[src/rtl/detl_pkg.sv]
// shared types and constants for the delayed event timer list
// no dependencies; used by every module of the block but detl_fifo
package detl_pkg;

  localparam int unsigned TIME_W       = 24;
  localparam int unsigned ID_W         = 16;
  localparam int unsigned OP_W         = 2;
  localparam int unsigned CAPACITY_DEF = 16;
  localparam int unsigned CMD_Q_DEPTH  = 2;
  localparam int unsigned RES_Q_DEPTH  = 2;

  // opcodes on the input port
  localparam logic [OP_W-1:0] OP_SCHED = 2'd0;
  localparam logic [OP_W-1:0] OP_TICK  = 2'd1;
  localparam logic [OP_W-1:0] OP_CLEAR = 2'd2;

  typedef enum logic [1:0] {
    CMD_SCHED = 2'd0,
    CMD_TICK  = 2'd1,
    CMD_CLEAR = 2'd2
  } cmd_e;

  typedef enum logic [2:0] {
    ST_IDLE = 3'b001,
    ST_WALK = 3'b010,
    ST_DONE = 3'b100
  } state_e;

  typedef struct packed {
    logic [OP_W-1:0]   opcode;
    logic [TIME_W-1:0] delay;
    logic [ID_W-1:0]   event_id;
    logic [ID_W-1:0]   target_id;
    logic [TIME_W-1:0] elapsed;
  } in_item_t;

  typedef struct packed {
    logic [ID_W-1:0] out_event;
    logic [ID_W-1:0] out_target;
    logic            dropped;
    logic            last;
  } out_item_t;

  // decoded command handed from front to back
  typedef struct packed {
    cmd_e              kind;
    logic [TIME_W-1:0] tm;
    logic [ID_W-1:0]   ev;
    logic [ID_W-1:0]   tg;
  } cmd_t;

  typedef struct packed {
    logic [TIME_W-1:0] remaining;
    logic [ID_W-1:0]   ev;
    logic [ID_W-1:0]   tg;
  } entry_t;

endpackage

[src/rtl/delayed_event_timer_list_top.sv]
// Delayed event timer list: an ordered list of up to CAPACITY pending events.
// A schedule transaction appends an entry, or returns one dropped result when
// the list is full; a tick subtracts the elapsed time from every entry in list
// order, dispatches each entry that has run out as a result (last set on the
// final one) and closes up the survivors; a clear empties the list. Input
// transactions land in a two-deep command queue and results leave through a
// two-deep result queue. A tick walks the entries in list order, since the
// entry memory's single read port streams one entry per cycle, except while
// the result queue is full and a result is due.
// Depends on detl_pkg, detl_fifo, detl_front and detl_back.
module delayed_event_timer_list_top #(
  parameter int unsigned CAPACITY = detl_pkg::CAPACITY_DEF
) (
  input  logic                clk_i,
  input  logic                rst_ni,
  input  logic                push,
  output logic                full,
  input  detl_pkg::in_item_t  in_item_i,
  output logic                empty,
  input  logic                pop,
  output detl_pkg::out_item_t out_item_o
);

  logic                cmd_valid;
  logic                cmd_pop;
  detl_pkg::cmd_t      cmd;
  logic                res_push;
  logic                res_full;
  detl_pkg::out_item_t res;

  detl_front #(
    .DEPTH (detl_pkg::CMD_Q_DEPTH)
  ) u_front (
    .clk_i       (clk_i),
    .rst_ni      (rst_ni),
    .push        (push),
    .full        (full),
    .in_item_i   (in_item_i),
    .cmd_valid_o (cmd_valid),
    .cmd_o       (cmd),
    .cmd_pop_i   (cmd_pop)
  );

  detl_back #(
    .CAPACITY (CAPACITY)
  ) u_back (
    .clk_i       (clk_i),
    .rst_ni      (rst_ni),
    .cmd_valid_i (cmd_valid),
    .cmd_i       (cmd),
    .cmd_pop_o   (cmd_pop),
    .res_push_o  (res_push),
    .res_o       (res),
    .res_full_i  (res_full)
  );

  detl_fifo #(
    .T     (detl_pkg::out_item_t),
    .DEPTH (detl_pkg::RES_Q_DEPTH)
  ) u_res_q (
    .clk_i   (clk_i),
    .rst_ni  (rst_ni),
    .push_i  (res_push),
    .data_i  (res),
    .full_o  (res_full),
    .pop_i   (pop),
    .data_o  (out_item_o),
    .empty_o (empty)
  );

  // back end never pushes a result into a full queue
  a_res_no_overflow: assert property (@(posedge clk_i) disable iff (!rst_ni)
    res_push |-> !res_full)
    else $error("result pushed into full queue");

  // back end only takes commands that are there
  a_cmd_no_underflow: assert property (@(posedge clk_i) disable iff (!rst_ni)
    cmd_pop |-> cmd_valid)
    else $error("command popped from empty queue");

  // a refused schedule is always a transaction's only result
  a_drop_is_last: assert property (@(posedge clk_i) disable iff (!rst_ni)
    (res_push && res.dropped) |-> res.last)
    else $error("dropped result without last");

endmodule

[src/rtl/detl_fifo.sv]
// small first-in first-out queue of a packed type
// depends on nothing; used for the command queue and the result queue
module detl_fifo #(
  parameter type         T     = logic,
  parameter int unsigned DEPTH = 2
) (
  input  logic clk_i,
  input  logic rst_ni,
  input  logic push_i,
  input  T     data_i,
  output logic full_o,
  input  logic pop_i,
  output T     data_o,
  output logic empty_o
);

  localparam int unsigned AW = (DEPTH > 1) ? $clog2(DEPTH) : 1;
  localparam int unsigned CW = $clog2(DEPTH + 1);

  T               mem_q [DEPTH];
  logic [AW-1:0]  wr_ptr_q, rd_ptr_q;
  logic [CW-1:0]  cnt_q;
  logic           do_push, do_pop;

  assign full_o  = (cnt_q == CW'(DEPTH));
  assign empty_o = (cnt_q == '0);
  assign do_push = push_i && !full_o;
  assign do_pop  = pop_i && !empty_o;
  assign data_o  = mem_q[rd_ptr_q];

  always_ff @(posedge clk_i or negedge rst_ni) begin
    if (!rst_ni) begin
      wr_ptr_q <= '0;
      rd_ptr_q <= '0;
      cnt_q    <= '0;
    end else begin
      if (do_push) begin
        wr_ptr_q <= (wr_ptr_q == AW'(DEPTH - 1)) ? '0 : wr_ptr_q + 1'b1;
      end
      if (do_pop) begin
        rd_ptr_q <= (rd_ptr_q == AW'(DEPTH - 1)) ? '0 : rd_ptr_q + 1'b1;
      end
      case ({do_push, do_pop})
        2'b10:   cnt_q <= cnt_q + 1'b1;
        2'b01:   cnt_q <= cnt_q - 1'b1;
        default: cnt_q <= cnt_q;
      endcase
    end
  end

  always_ff @(posedge clk_i) begin
    if (do_push) begin
      mem_q[wr_ptr_q] <= data_i;
    end
  end

endmodule

[src/rtl/detl_front.sv]
// front end: decodes input transactions into commands and queues them
// depends on detl_pkg and detl_fifo
module detl_front #(
  parameter int unsigned DEPTH = detl_pkg::CMD_Q_DEPTH
) (
  input  logic               clk_i,
  input  logic               rst_ni,
  input  logic               push,
  output logic               full,
  input  detl_pkg::in_item_t in_item_i,
  output logic               cmd_valid_o,
  output detl_pkg::cmd_t     cmd_o,
  input  logic               cmd_pop_i
);

  detl_pkg::cmd_t cmd;
  logic           keep;
  logic           cmd_empty;

  always_comb begin
    keep     = 1'b1;
    cmd.kind = detl_pkg::CMD_SCHED;
    cmd.tm   = in_item_i.delay;
    cmd.ev   = in_item_i.event_id;
    cmd.tg   = in_item_i.target_id;
    unique case (in_item_i.opcode)
      detl_pkg::OP_SCHED: cmd.kind = detl_pkg::CMD_SCHED;
      detl_pkg::OP_TICK: begin
        cmd.kind = detl_pkg::CMD_TICK;
        cmd.tm   = in_item_i.elapsed;
      end
      detl_pkg::OP_CLEAR: cmd.kind = detl_pkg::CMD_CLEAR;
      // unused opcode is swallowed here
      default: keep = 1'b0;
    endcase
  end

  detl_fifo #(
    .T     (detl_pkg::cmd_t),
    .DEPTH (DEPTH)
  ) u_cmd_q (
    .clk_i   (clk_i),
    .rst_ni  (rst_ni),
    .push_i  (push && keep),
    .data_i  (cmd),
    .full_o  (full),
    .pop_i   (cmd_pop_i),
    .data_o  (cmd_o),
    .empty_o (cmd_empty)
  );

  assign cmd_valid_o = !cmd_empty;

endmodule

[src/rtl/detl_back.sv]
// back end: owns the entry memory and carries out schedule, tick and clear
// depends on detl_pkg; feeds the result queue
module detl_back #(
  parameter int unsigned CAPACITY = detl_pkg::CAPACITY_DEF
) (
  input  logic                clk_i,
  input  logic                rst_ni,
  input  logic                cmd_valid_i,
  input  detl_pkg::cmd_t      cmd_i,
  output logic                cmd_pop_o,
  output logic                res_push_o,
  output detl_pkg::out_item_t res_o,
  input  logic                res_full_i
);

  localparam int unsigned IW = (CAPACITY > 1) ? $clog2(CAPACITY) : 1;
  localparam int unsigned CW = $clog2(CAPACITY + 1);

  detl_pkg::state_e state_q, state_d;
  logic [CW-1:0]    count_q, count_d;
  logic [CW-1:0]    rd_q, rd_d;
  logic [CW-1:0]    wr_q, wr_d;
  logic             proc_v_q, proc_v_d;
  logic             pend_v_q, pend_v_d;
  logic [detl_pkg::ID_W-1:0]   pend_ev_q, pend_ev_d;
  logic [detl_pkg::ID_W-1:0]   pend_tg_q, pend_tg_d;
  logic [detl_pkg::TIME_W-1:0] elapsed_q, elapsed_d;

  detl_pkg::entry_t mem [CAPACITY];
  detl_pkg::entry_t rdata_q;
  detl_pkg::entry_t mem_wdata;
  logic [IW-1:0]    mem_waddr;
  logic             mem_we, mem_re;

  logic due, stall;

  // entry held in the read register is due when the elapsed time covers it
  assign due   = (elapsed_q >= rdata_q.remaining);
  assign stall = proc_v_q && due && pend_v_q && res_full_i;

  always_comb begin
    state_d   = state_q;
    count_d   = count_q;
    rd_d      = rd_q;
    wr_d      = wr_q;
    proc_v_d  = proc_v_q;
    pend_v_d  = pend_v_q;
    pend_ev_d = pend_ev_q;
    pend_tg_d = pend_tg_q;
    elapsed_d = elapsed_q;
    cmd_pop_o  = 1'b0;
    res_push_o = 1'b0;
    res_o      = '0;
    mem_we     = 1'b0;
    mem_re     = 1'b0;
    mem_waddr  = '0;
    mem_wdata  = '0;
    unique case (state_q)
      detl_pkg::ST_IDLE: begin
        if (cmd_valid_i) begin
          unique case (cmd_i.kind)
            detl_pkg::CMD_SCHED: begin
              if (count_q == CW'(CAPACITY)) begin
                if (!res_full_i) begin
                  cmd_pop_o        = 1'b1;
                  res_push_o       = 1'b1;
                  res_o.out_event  = cmd_i.ev;
                  res_o.out_target = cmd_i.tg;
                  res_o.dropped    = 1'b1;
                  res_o.last       = 1'b1;
                end
              end else begin
                cmd_pop_o           = 1'b1;
                mem_we              = 1'b1;
                mem_waddr           = count_q[IW-1:0];
                mem_wdata.remaining = cmd_i.tm;
                mem_wdata.ev        = cmd_i.ev;
                mem_wdata.tg        = cmd_i.tg;
                count_d             = count_q + 1'b1;
              end
            end
            detl_pkg::CMD_TICK: begin
              cmd_pop_o = 1'b1;
              elapsed_d = cmd_i.tm;
              rd_d      = '0;
              wr_d      = '0;
              proc_v_d  = 1'b0;
              pend_v_d  = 1'b0;
              state_d   = detl_pkg::ST_WALK;
            end
            detl_pkg::CMD_CLEAR: begin
              cmd_pop_o = 1'b1;
              count_d   = '0;
            end
            default: ;
          endcase
        end
      end
      detl_pkg::ST_WALK: begin
        if (!proc_v_q && (rd_q == count_q)) begin
          state_d = detl_pkg::ST_DONE;
        end else if (!stall) begin
          if (proc_v_q) begin
            if (due) begin
              // hold the newest due entry back until we know whether it is the final one
              if (pend_v_q) begin
                res_push_o       = 1'b1;
                res_o.out_event  = pend_ev_q;
                res_o.out_target = pend_tg_q;
              end
              pend_v_d  = 1'b1;
              pend_ev_d = rdata_q.ev;
              pend_tg_d = rdata_q.tg;
            end else begin
              // survivor closes up toward the head
              mem_we              = 1'b1;
              mem_waddr           = wr_q[IW-1:0];
              mem_wdata.remaining = rdata_q.remaining - elapsed_q;
              mem_wdata.ev        = rdata_q.ev;
              mem_wdata.tg        = rdata_q.tg;
              wr_d                = wr_q + 1'b1;
            end
          end
          if (rd_q != count_q) begin
            mem_re   = 1'b1;
            rd_d     = rd_q + 1'b1;
            proc_v_d = 1'b1;
          end else begin
            proc_v_d = 1'b0;
          end
        end
      end
      detl_pkg::ST_DONE: begin
        if (!pend_v_q) begin
          count_d = wr_q;
          state_d = detl_pkg::ST_IDLE;
        end else if (!res_full_i) begin
          res_push_o       = 1'b1;
          res_o.out_event  = pend_ev_q;
          res_o.out_target = pend_tg_q;
          res_o.last       = 1'b1;
          pend_v_d         = 1'b0;
          count_d          = wr_q;
          state_d          = detl_pkg::ST_IDLE;
        end
      end
      default: state_d = detl_pkg::ST_IDLE;
    endcase
  end

  always_ff @(posedge clk_i or negedge rst_ni) begin
    if (!rst_ni) begin
      state_q  <= detl_pkg::ST_IDLE;
      count_q  <= '0;
      rd_q     <= '0;
      wr_q     <= '0;
      proc_v_q <= 1'b0;
      pend_v_q <= 1'b0;
    end else begin
      state_q  <= state_d;
      count_q  <= count_d;
      rd_q     <= rd_d;
      wr_q     <= wr_d;
      proc_v_q <= proc_v_d;
      pend_v_q <= pend_v_d;
    end
  end

  always_ff @(posedge clk_i) begin
    pend_ev_q <= pend_ev_d;
    pend_tg_q <= pend_tg_d;
    elapsed_q <= elapsed_d;
  end

  // entry memory: one write port, one registered read port
  always_ff @(posedge clk_i) begin
    if (mem_we) begin
      mem[mem_waddr] <= mem_wdata;
    end
    if (mem_re) begin
      rdata_q <= mem[rd_q[IW-1:0]];
    end
  end

endmodule
[config.mk]
export PLATFORM = sky130hd
export DESIGN_NAME = delayed_event_timer_list_top
export DESIGN_NICKNAME = d
export VERILOG_FILES = /design/src/rtl/detl_pkg.sv /design/src/rtl/delayed_event_timer_list_top.sv /design/src/rtl/detl_fifo.sv /design/src/rtl/detl_front.sv /design/src/rtl/detl_back.sv
export SDC_FILE = /design/constraint.sdc
export NUM_CORES = 1
export LEC_CHECK = 0
export BUFFER_PORTS_ARGS = -buffer_cell sky130_fd_sc_hd__buf_2
export CAP_MARGIN = 40
export CORE_AREA = 2 2 281 283
export CTS_CLUSTER_DIAMETER = 120
export DETAILED_ROUTE_END_ITERATION = 10
export DIE_AREA = 0 0 283 285
export PLACE_DENSITY = 0.76
export SYNTH_ARGS = -nofsm -noshare
export SYNTH_HDL_FRONTEND = slang
export SYNTH_SLANG_ARGS = --single-unit
[constraint.sdc]
create_clock -name clk_i -period 7.79 [get_ports clk_i]
set_clock_uncertainty 0.05 [all_clocks]
set_input_delay 1.558 -clock clk_i [delete_from_list [all_inputs] [get_ports clk_i]]
set_output_delay 1.558 -clock clk_i [all_outputs]
set_load 0.005 [all_outputs]
# Word-level counts from Yosys, hierarchy flattened
# Memory sizes are Yosys's and may differ from the RTL's. A register that Yosys moved wholly into a read port is not among the register bits.
# Cells that the tools add are included.
dict set report totals {
  register_bits 84
  ramBits 1080
  in_bits 86
  out_inout_bits 36
  wordCells 202
  mem_count 3
}
dict set report op_classes {
  addsub 12
  magnitude_cmp 1
  eq_ne 28
  mux 107
  n_bitwise 3
  n_reduce_logical 33
}
# name depth width read_ports rd_clocked_by_memory_dff wr line
set mem_list {}
lappend mem_list {u_back.mem 16 56 1 1 1 detl_back.sv:29} ;# detl_pkg::entry_t mem [CAPACITY];
lappend mem_list {u_front.u_cmd_q.mem_q 2 58 1 0 1 detl_fifo.sv:20} ;# T mem_q [DEPTH];
lappend mem_list {u_res_q.mem_q 2 34 1 0 1 detl_fifo.sv:20}
# operator count
set op_table {}
lappend op_table {{$mux 56} 7}
lappend op_table {{$mux 32} 7}
lappend op_table {{$mux 34} 4}
lappend op_table {{$pmux 56 s2} 1}
lappend op_table {{$pmux 32 s3} 1}
lappend op_table {{$mux 5} 13}
lappend op_table {{$mux 1} 46}
lappend op_table {{$pmux 5 s2} 4}
lappend op_table {{$mux 4} 7}
lappend op_table {{$ge 24x24->1} 1}
lappend op_table {{$mux 24} 1}
lappend op_table {{$sub 24x24->24} 1}
lappend op_table {{$add 5x1->5 const B} 3}
lappend op_table {{$mux 3} 5}
lappend op_table {{$reduce_and 5->1} 3}
lappend op_table {{$reduce_and 7->1} 2}
lappend op_table {{$eq 2x2->1 const B} 6}
lappend op_table {{$pmux 2 s2} 3}
lappend op_table {{$ne 2x2->1 const B} 5}
lappend op_table {{$logic_and 1x1->1} 9}
lappend op_table {{$ne 3x3->1 const B} 3}
lappend op_table {{$pmux 3 s3} 1}
lappend op_table {{$eq 2x1->1 const B} 4}
lappend op_table {{$logic_not 2->1} 4}
lappend op_table {{22 further kinds} 43}

# Logic depth before layout (Yosys ltp)
dict set report logic_depth {
  ltp_word 10
  ltp_mapped 15
  mapped_depth_nobuf 15
}

# Cells and area by module
# A second synthesis with hierarchy kept.
dict set report hier_totals {
  hier_cells 2209
  hier_area_um2 48286.3
}
# module instances cells_each area_per_inst_um2 seq_area_each_um2
set by_module_without_submodules {}
lappend by_module_without_submodules {detl_back 1 1855 40632.7 30770.8}
lappend by_module_without_submodules {{detl_fifo (u_front.u_cmd_q)} 1 199 4425.5 3583.4}
lappend by_module_without_submodules {{detl_fifo (u_res_q)} 1 124 2801.4 2142.1}
lappend by_module_without_submodules {detl_front 1 31 426.7 0.0}

# Least setup slack after synthesis
# No wires, ideal clock.
dict set report synth_path {
  path_type {reg2reg}
  from {reg u_front.u_cmd_q.rd_ptr_q}
  to {mem u_back.mem[3][0] (netlist bit) (enable)}
  setup_time_ps 476
  t_arrival_ps 5134
  path_slack_ps 2130
  path_stages_with_launch 10
  path_buffers 3
  cell_sequence {dfrtp_1 > clkbuf_1 > clkbuf_1 > buf_1 > mux2i_1 > ha_1 > and2_1 > nand2_1 > o32ai_1 > nor2b_1}
}
dict set report synth_between {
  elab_chain_cells 7
  word_cells_on_any_way 10
  cone_classes {8 x mux; 1 x reduce/logical; 1 x memory}
}
# item line
set synth_rtl {}
lappend synth_rtl {{from (decl)} detl_fifo.sv:21} ;# logic [AW-1:0] wr_ptr_q, rd_ptr_q;
lappend synth_rtl {{from (signal assigned)} detl_fifo.sv:41} ;# rd_ptr_q <= (rd_ptr_q == AW'(DEPTH - 1)) ? '0 : rd_ptr_q + 1'b1;
lappend synth_rtl {{$mem_v2 2x58 *} n/a}
lappend synth_rtl {{$logic_not 2->1 *} detl_back.sv:61} ;# unique case (cmd_i.kind)
lappend synth_rtl {{$mux 1} detl_back.sv:61}
lappend synth_rtl {{$mux 1} detl_back.sv:60} ;# if (cmd_valid_i) begin
lappend synth_rtl {{$pmux 1 s2} detl_back.sv:58} ;# unique case (state_q)
lappend synth_rtl {{$mux 1} detl_back.sv:177} ;# if (mem_we) begin
lappend synth_rtl {{$mux 1 (implied by the code)} detl_back.sv:178} ;# mem[mem_waddr] <= mem_wdata;
lappend synth_rtl {{to (decl)} detl_back.sv:29}
# Mark *: on every way between the ends. The rest lies on a longest branch, timed or not.

# Worst setup path in the final report
dict set report layout_path {
  from {reg, netlist name u_back.rdata_q[51]}
  to {mem u_back.mem[15][0] (netlist bit) (enable)}
}
dict set report layout_between {
  elab_chain_cells 9
  word_cells_on_any_way 16
  cone_classes {1 x order compare; 12 x mux; 3 x reduce/logical}
}
# item line
set layout_rtl {}
lappend layout_rtl {{$ge 24x24->1 *} detl_back.sv:38} ;# assign due = (elapsed_q >= rdata_q.remaining);
lappend layout_rtl {{$logic_and 1x1->1 (3 in a row)} detl_back.sv:39} ;# assign stall = proc_v_q && due && pend_v_q && res_full_i;
lappend layout_rtl {{$mux 1} detl_back.sv:102} ;# end else if (!stall) begin
lappend layout_rtl {{$mux 1} detl_back.sv:100} ;# if (!proc_v_q && (rd_q == count_q)) begin
lappend layout_rtl {{$pmux 1 s2} detl_back.sv:58}
lappend layout_rtl {{$mux 1} detl_back.sv:177}
lappend layout_rtl {{$mux 1 (implied by the code)} detl_back.sv:178}
# Marks and branches as above.

==> impl_metrics.yaml <==
synthesis:
  syn_nets: 2370
  ys_types: 58
  synth_cells: 2249
  synth.area.top_cells: "edfxtp_1 (75%), mux4_2 (13%), mux2_2 (2.0%), dfrtp_1 (1.4%), o21ai_0 (0.90%)"
  synth_top_area_share: 0.751
  synth-seq-cells: 1220
  netlist_area_um2: 47700
  synth_top_area_cell: "edfxtp_1"
  synth-main-ff-cell: "edfxtp_1"
  ys_seq_area_frac: 0.766
  ys_warn_count: 0
  synthArstFlopShare: 0.0230
  synth_edf_count: 1192
  syn_area_per_cell_um2: 21.2
die:
  rows: 103
  chipWidth_um: 283
  ioPinCount: 122
  die_area_um2: 80700
  die_y_um: 285
  coreArea_um2: 78000
  start_util: 0.611
grt:
  grt.total_usage: 0.265
  grt_first_pass_wirelength_um: 157000
  overflow: 0
  grt_start_max_net_pins: 168
  grt_pass1_vias: 24347
  grt_antenna_before_repair: 1
timing:
  fmax_mhz: 201
  worstMarginPinSlew_ns: 1.20
  min_period_ns: 4.98
  timing.final.crit_share: 0.639
  slew_headroom: 0.199
  fin_tns_setup_ns: 0
  setup_viol: 0
  hold_viol: 0
  rsz0062_at_grt: "false"
  drv_slew: 0
power:
  power_frac_clock: 0.315
  switching_share: 0.269
  pwr-share-comb: 0.219
  p_int_mw: 13.1
  seq_power_share: 0.466
  p_per_area_nw_per_um2: 333
  power_switching_mw: 4.83
  power.leakage_nw: 17.5
  vdd_drop_max_uv: 204
clock_network:
  cts_root_buffer: "clkbuf_16"
  cts_resized: 0
  cts_buffer_depth: 3
  clock_latency_ns: 0.69
  htreeDepth: 3
  clock_sinks: 1220
  cts_buffers: 115
  cts_tree: "yes"
  cts_hold_buf: 0
  cts_setup_buffers: 0
  clk_pin_slew_ns: 0.06
worst_setup_path:
  crit_fanout: 39
  cp.required_ns: 8.04
  end_kind: "flop"
  crit_arrival_ns: 5.23
  critPathLaunchType: "flop"
  crit_type: "flop to flop"
route:
  avgRoutedWirePerCell_um: 29.1
  ant_nets: 0
  wl_um: 105000
  drc: 0
  routed_via_density: 6.48
  drt_pass1_iterations: 5
  drt_iter0_drc: 3127
  vias: 23478
place:
  placedCellCount: 3403
  dp_hpwl_um: 57200
  place_area_um2: 50200
  routabilityCongestion: 0.859
  portBuffers: 121
run:
  drv_cap: 0
final_layout:
  layout_common_cells: "edfxtp_1 (1,192), mux4_2 (280), buf_2 (143)"
  fin_area_um2: 54100
  final_common_cell: "edfxtp_1"
  n_fill_cell: 4554
  fin_nets: 2594
  seq_area_um2: 36500
  drive_gt1_frac: 0.306
  syn2layout_area_growth_pct: 13.4
  stdcell_count: 3622
  multi_input_area_um2: 10700
outcome:
  status: "finished clean"
hold_path:
  hp-class: "flop to flop"
-- cells by family (layout without fill, tap and decap cells) --
logic type / after synthesis / count (layout) / synth area share
buffers and inverters: 147 / 469 / 0.0119
other: 0 / 1 / 0
flip-flops: 1220 / 1220 / 0.766
adder cells (fa/ha/maj): 35 / 35 / 0.00934
XOR/XNOR: 35 / 35 / 0.00643
AO/OA/AOI/OAI: 200 / 200 / 0.0264
AND/OR/NAND/NOR: 213 / 213 / 0.0209
multiplexers: 399 / 399 / 0.159
-- per-layer routing --
metal	global-route usage	wire (µm)	vias up
li1	-	-	9722
met1	0.381	41500	12269
met2	0.435	52800	1294
met3	0.0367	8510	193
met4	0.0779	2520	0
met5	0	0	-
-- Yosys cell counts, types with 4 or more instances --
library cell / count
buf_2: 14
o21a_1: 7
o21ai_0: 86
buf_1: 18
nand4_1: 5
inv_1: 44
nor2b_1: 17
mux2_2: 84
mux2i_1: 35
or3_1: 8
and2_1: 14
mux4_2: 280
dfrtp_1: 27
a21o_1: 7
edfxtp_1: 1192
nand2b_1: 5
clkbuf_1: 70
o22ai_1: 5
nor3_1: 5
a21oi_1: 41
a22o_1: 23
nor3b_1: 4
nand2_1: 96
nor2_1: 35
ha_1: 34
xor2_1: 11
xnor2_1: 24
nand3_1: 13
-- cell type report --
cell class                 instances  area share
tap                             1050      0.0243
clock buffer                     141      0.0558
inverter                          45     0.00312
sequential                      1220       0.675
multi-input combinational        882       0.199
antenna                            1   0.0000463
timing repair buffer             209      0.0275
clock inverter                    74      0.0150
-- power groups by stage --
stage / clock, mW / sequential (mW) / combinational [mW]
6_report: 5.67 / 8.38 / 3.94
5_1_grt: 5.98 / 8.42 / 4.22
4_1_cts: 5.73 / 8.38 / 3.97
2_1_floorplan: 0 / 8.36 / 2.76
3_3_place_gp: 0 / 8.56 / 3.61
3_5_place_dp: 0 / 8.51 / 3.92
-- sequential cells by signal, indices dropped and copies added, names as in the netlist --
signal                    cells
u_back.proc_v_q               1
u_front.u_cmd_q.cnt_q         2
u_back.count_q                5
u_back.pend_tg_q             16
u_res_q.mem_q                68
u_front.u_cmd_q.wr_ptr_q      1
u_res_q.wr_ptr_q              1
u_res_q.cnt_q                 2
u_back.state_q                3
u_back.mem                  896
u_front.u_cmd_q.rd_ptr_q      1
u_back.pend_ev_q             16
u_back.rdata_q               56
u_front.u_cmd_q.mem_q       116
u_res_q.rd_ptr_q              1
u_back.pend_v_q               1
u_back.rd_q                   5
u_back.wr_q                   5
u_back.elapsed_q             24
-- critical path, stage by stage, from the launching register on --
cell      delay, ns
edfxtp_1       0.37
ha_1           0.38
nand2_1        0.12
nor2_1         0.15
nor2b_1        0.31
mux2_2         0.47
nor3_4         0.17
buf_4          0.43
a21oi_1        0.14
o32ai_1        0.52
and2_2         0.69
buf_4          0.73
-- through the flow --
step            util  power, mW  setup WS (ns)  hold WS [ns]
6_report       0.693       18.0           2.81         0.393
5_1_grt        0.693       18.6           2.59         0.411
4_1_cts        0.693       18.1           2.83         0.396
3_5_place_dp   0.644       12.4           2.86         0.382
3_3_place_gp   0.638       12.2           2.97         0.379
2_1_floorplan      -       11.1           2.13         0.376
-- worst paths after layout --
path	start	to	slack, ns	depth (start not counted)
worst min register to register	u_back.rdata_q[0]$_DFFE_PP_	u_back.pend_tg_q[0]$_DFFE_PP_	0.39	0
min in group asynchronous	rst_ni	u_back.wr_q[0]$_DFFE_PN0P_	0.86	1
worst max register to register	u_back.rdata_q[51]$_DFFE_PP_	u_back.mem[15][0]$_DFFE_PP_	2.81	11
worst max-delay path	u_back.rdata_q[51]$_DFFE_PP_	u_back.mem[15][0]$_DFFE_PP_	2.81	11
max in group asynchronous	rst_ni	u_back.rd_q[2]$_DFFE_PN0P_	6.33	1
worst min-delay path	u_back.rdata_q[0]$_DFFE_PP_	u_back.pend_tg_q[0]$_DFFE_PP_	0.39	0
(Power assumes the default switching activity.)
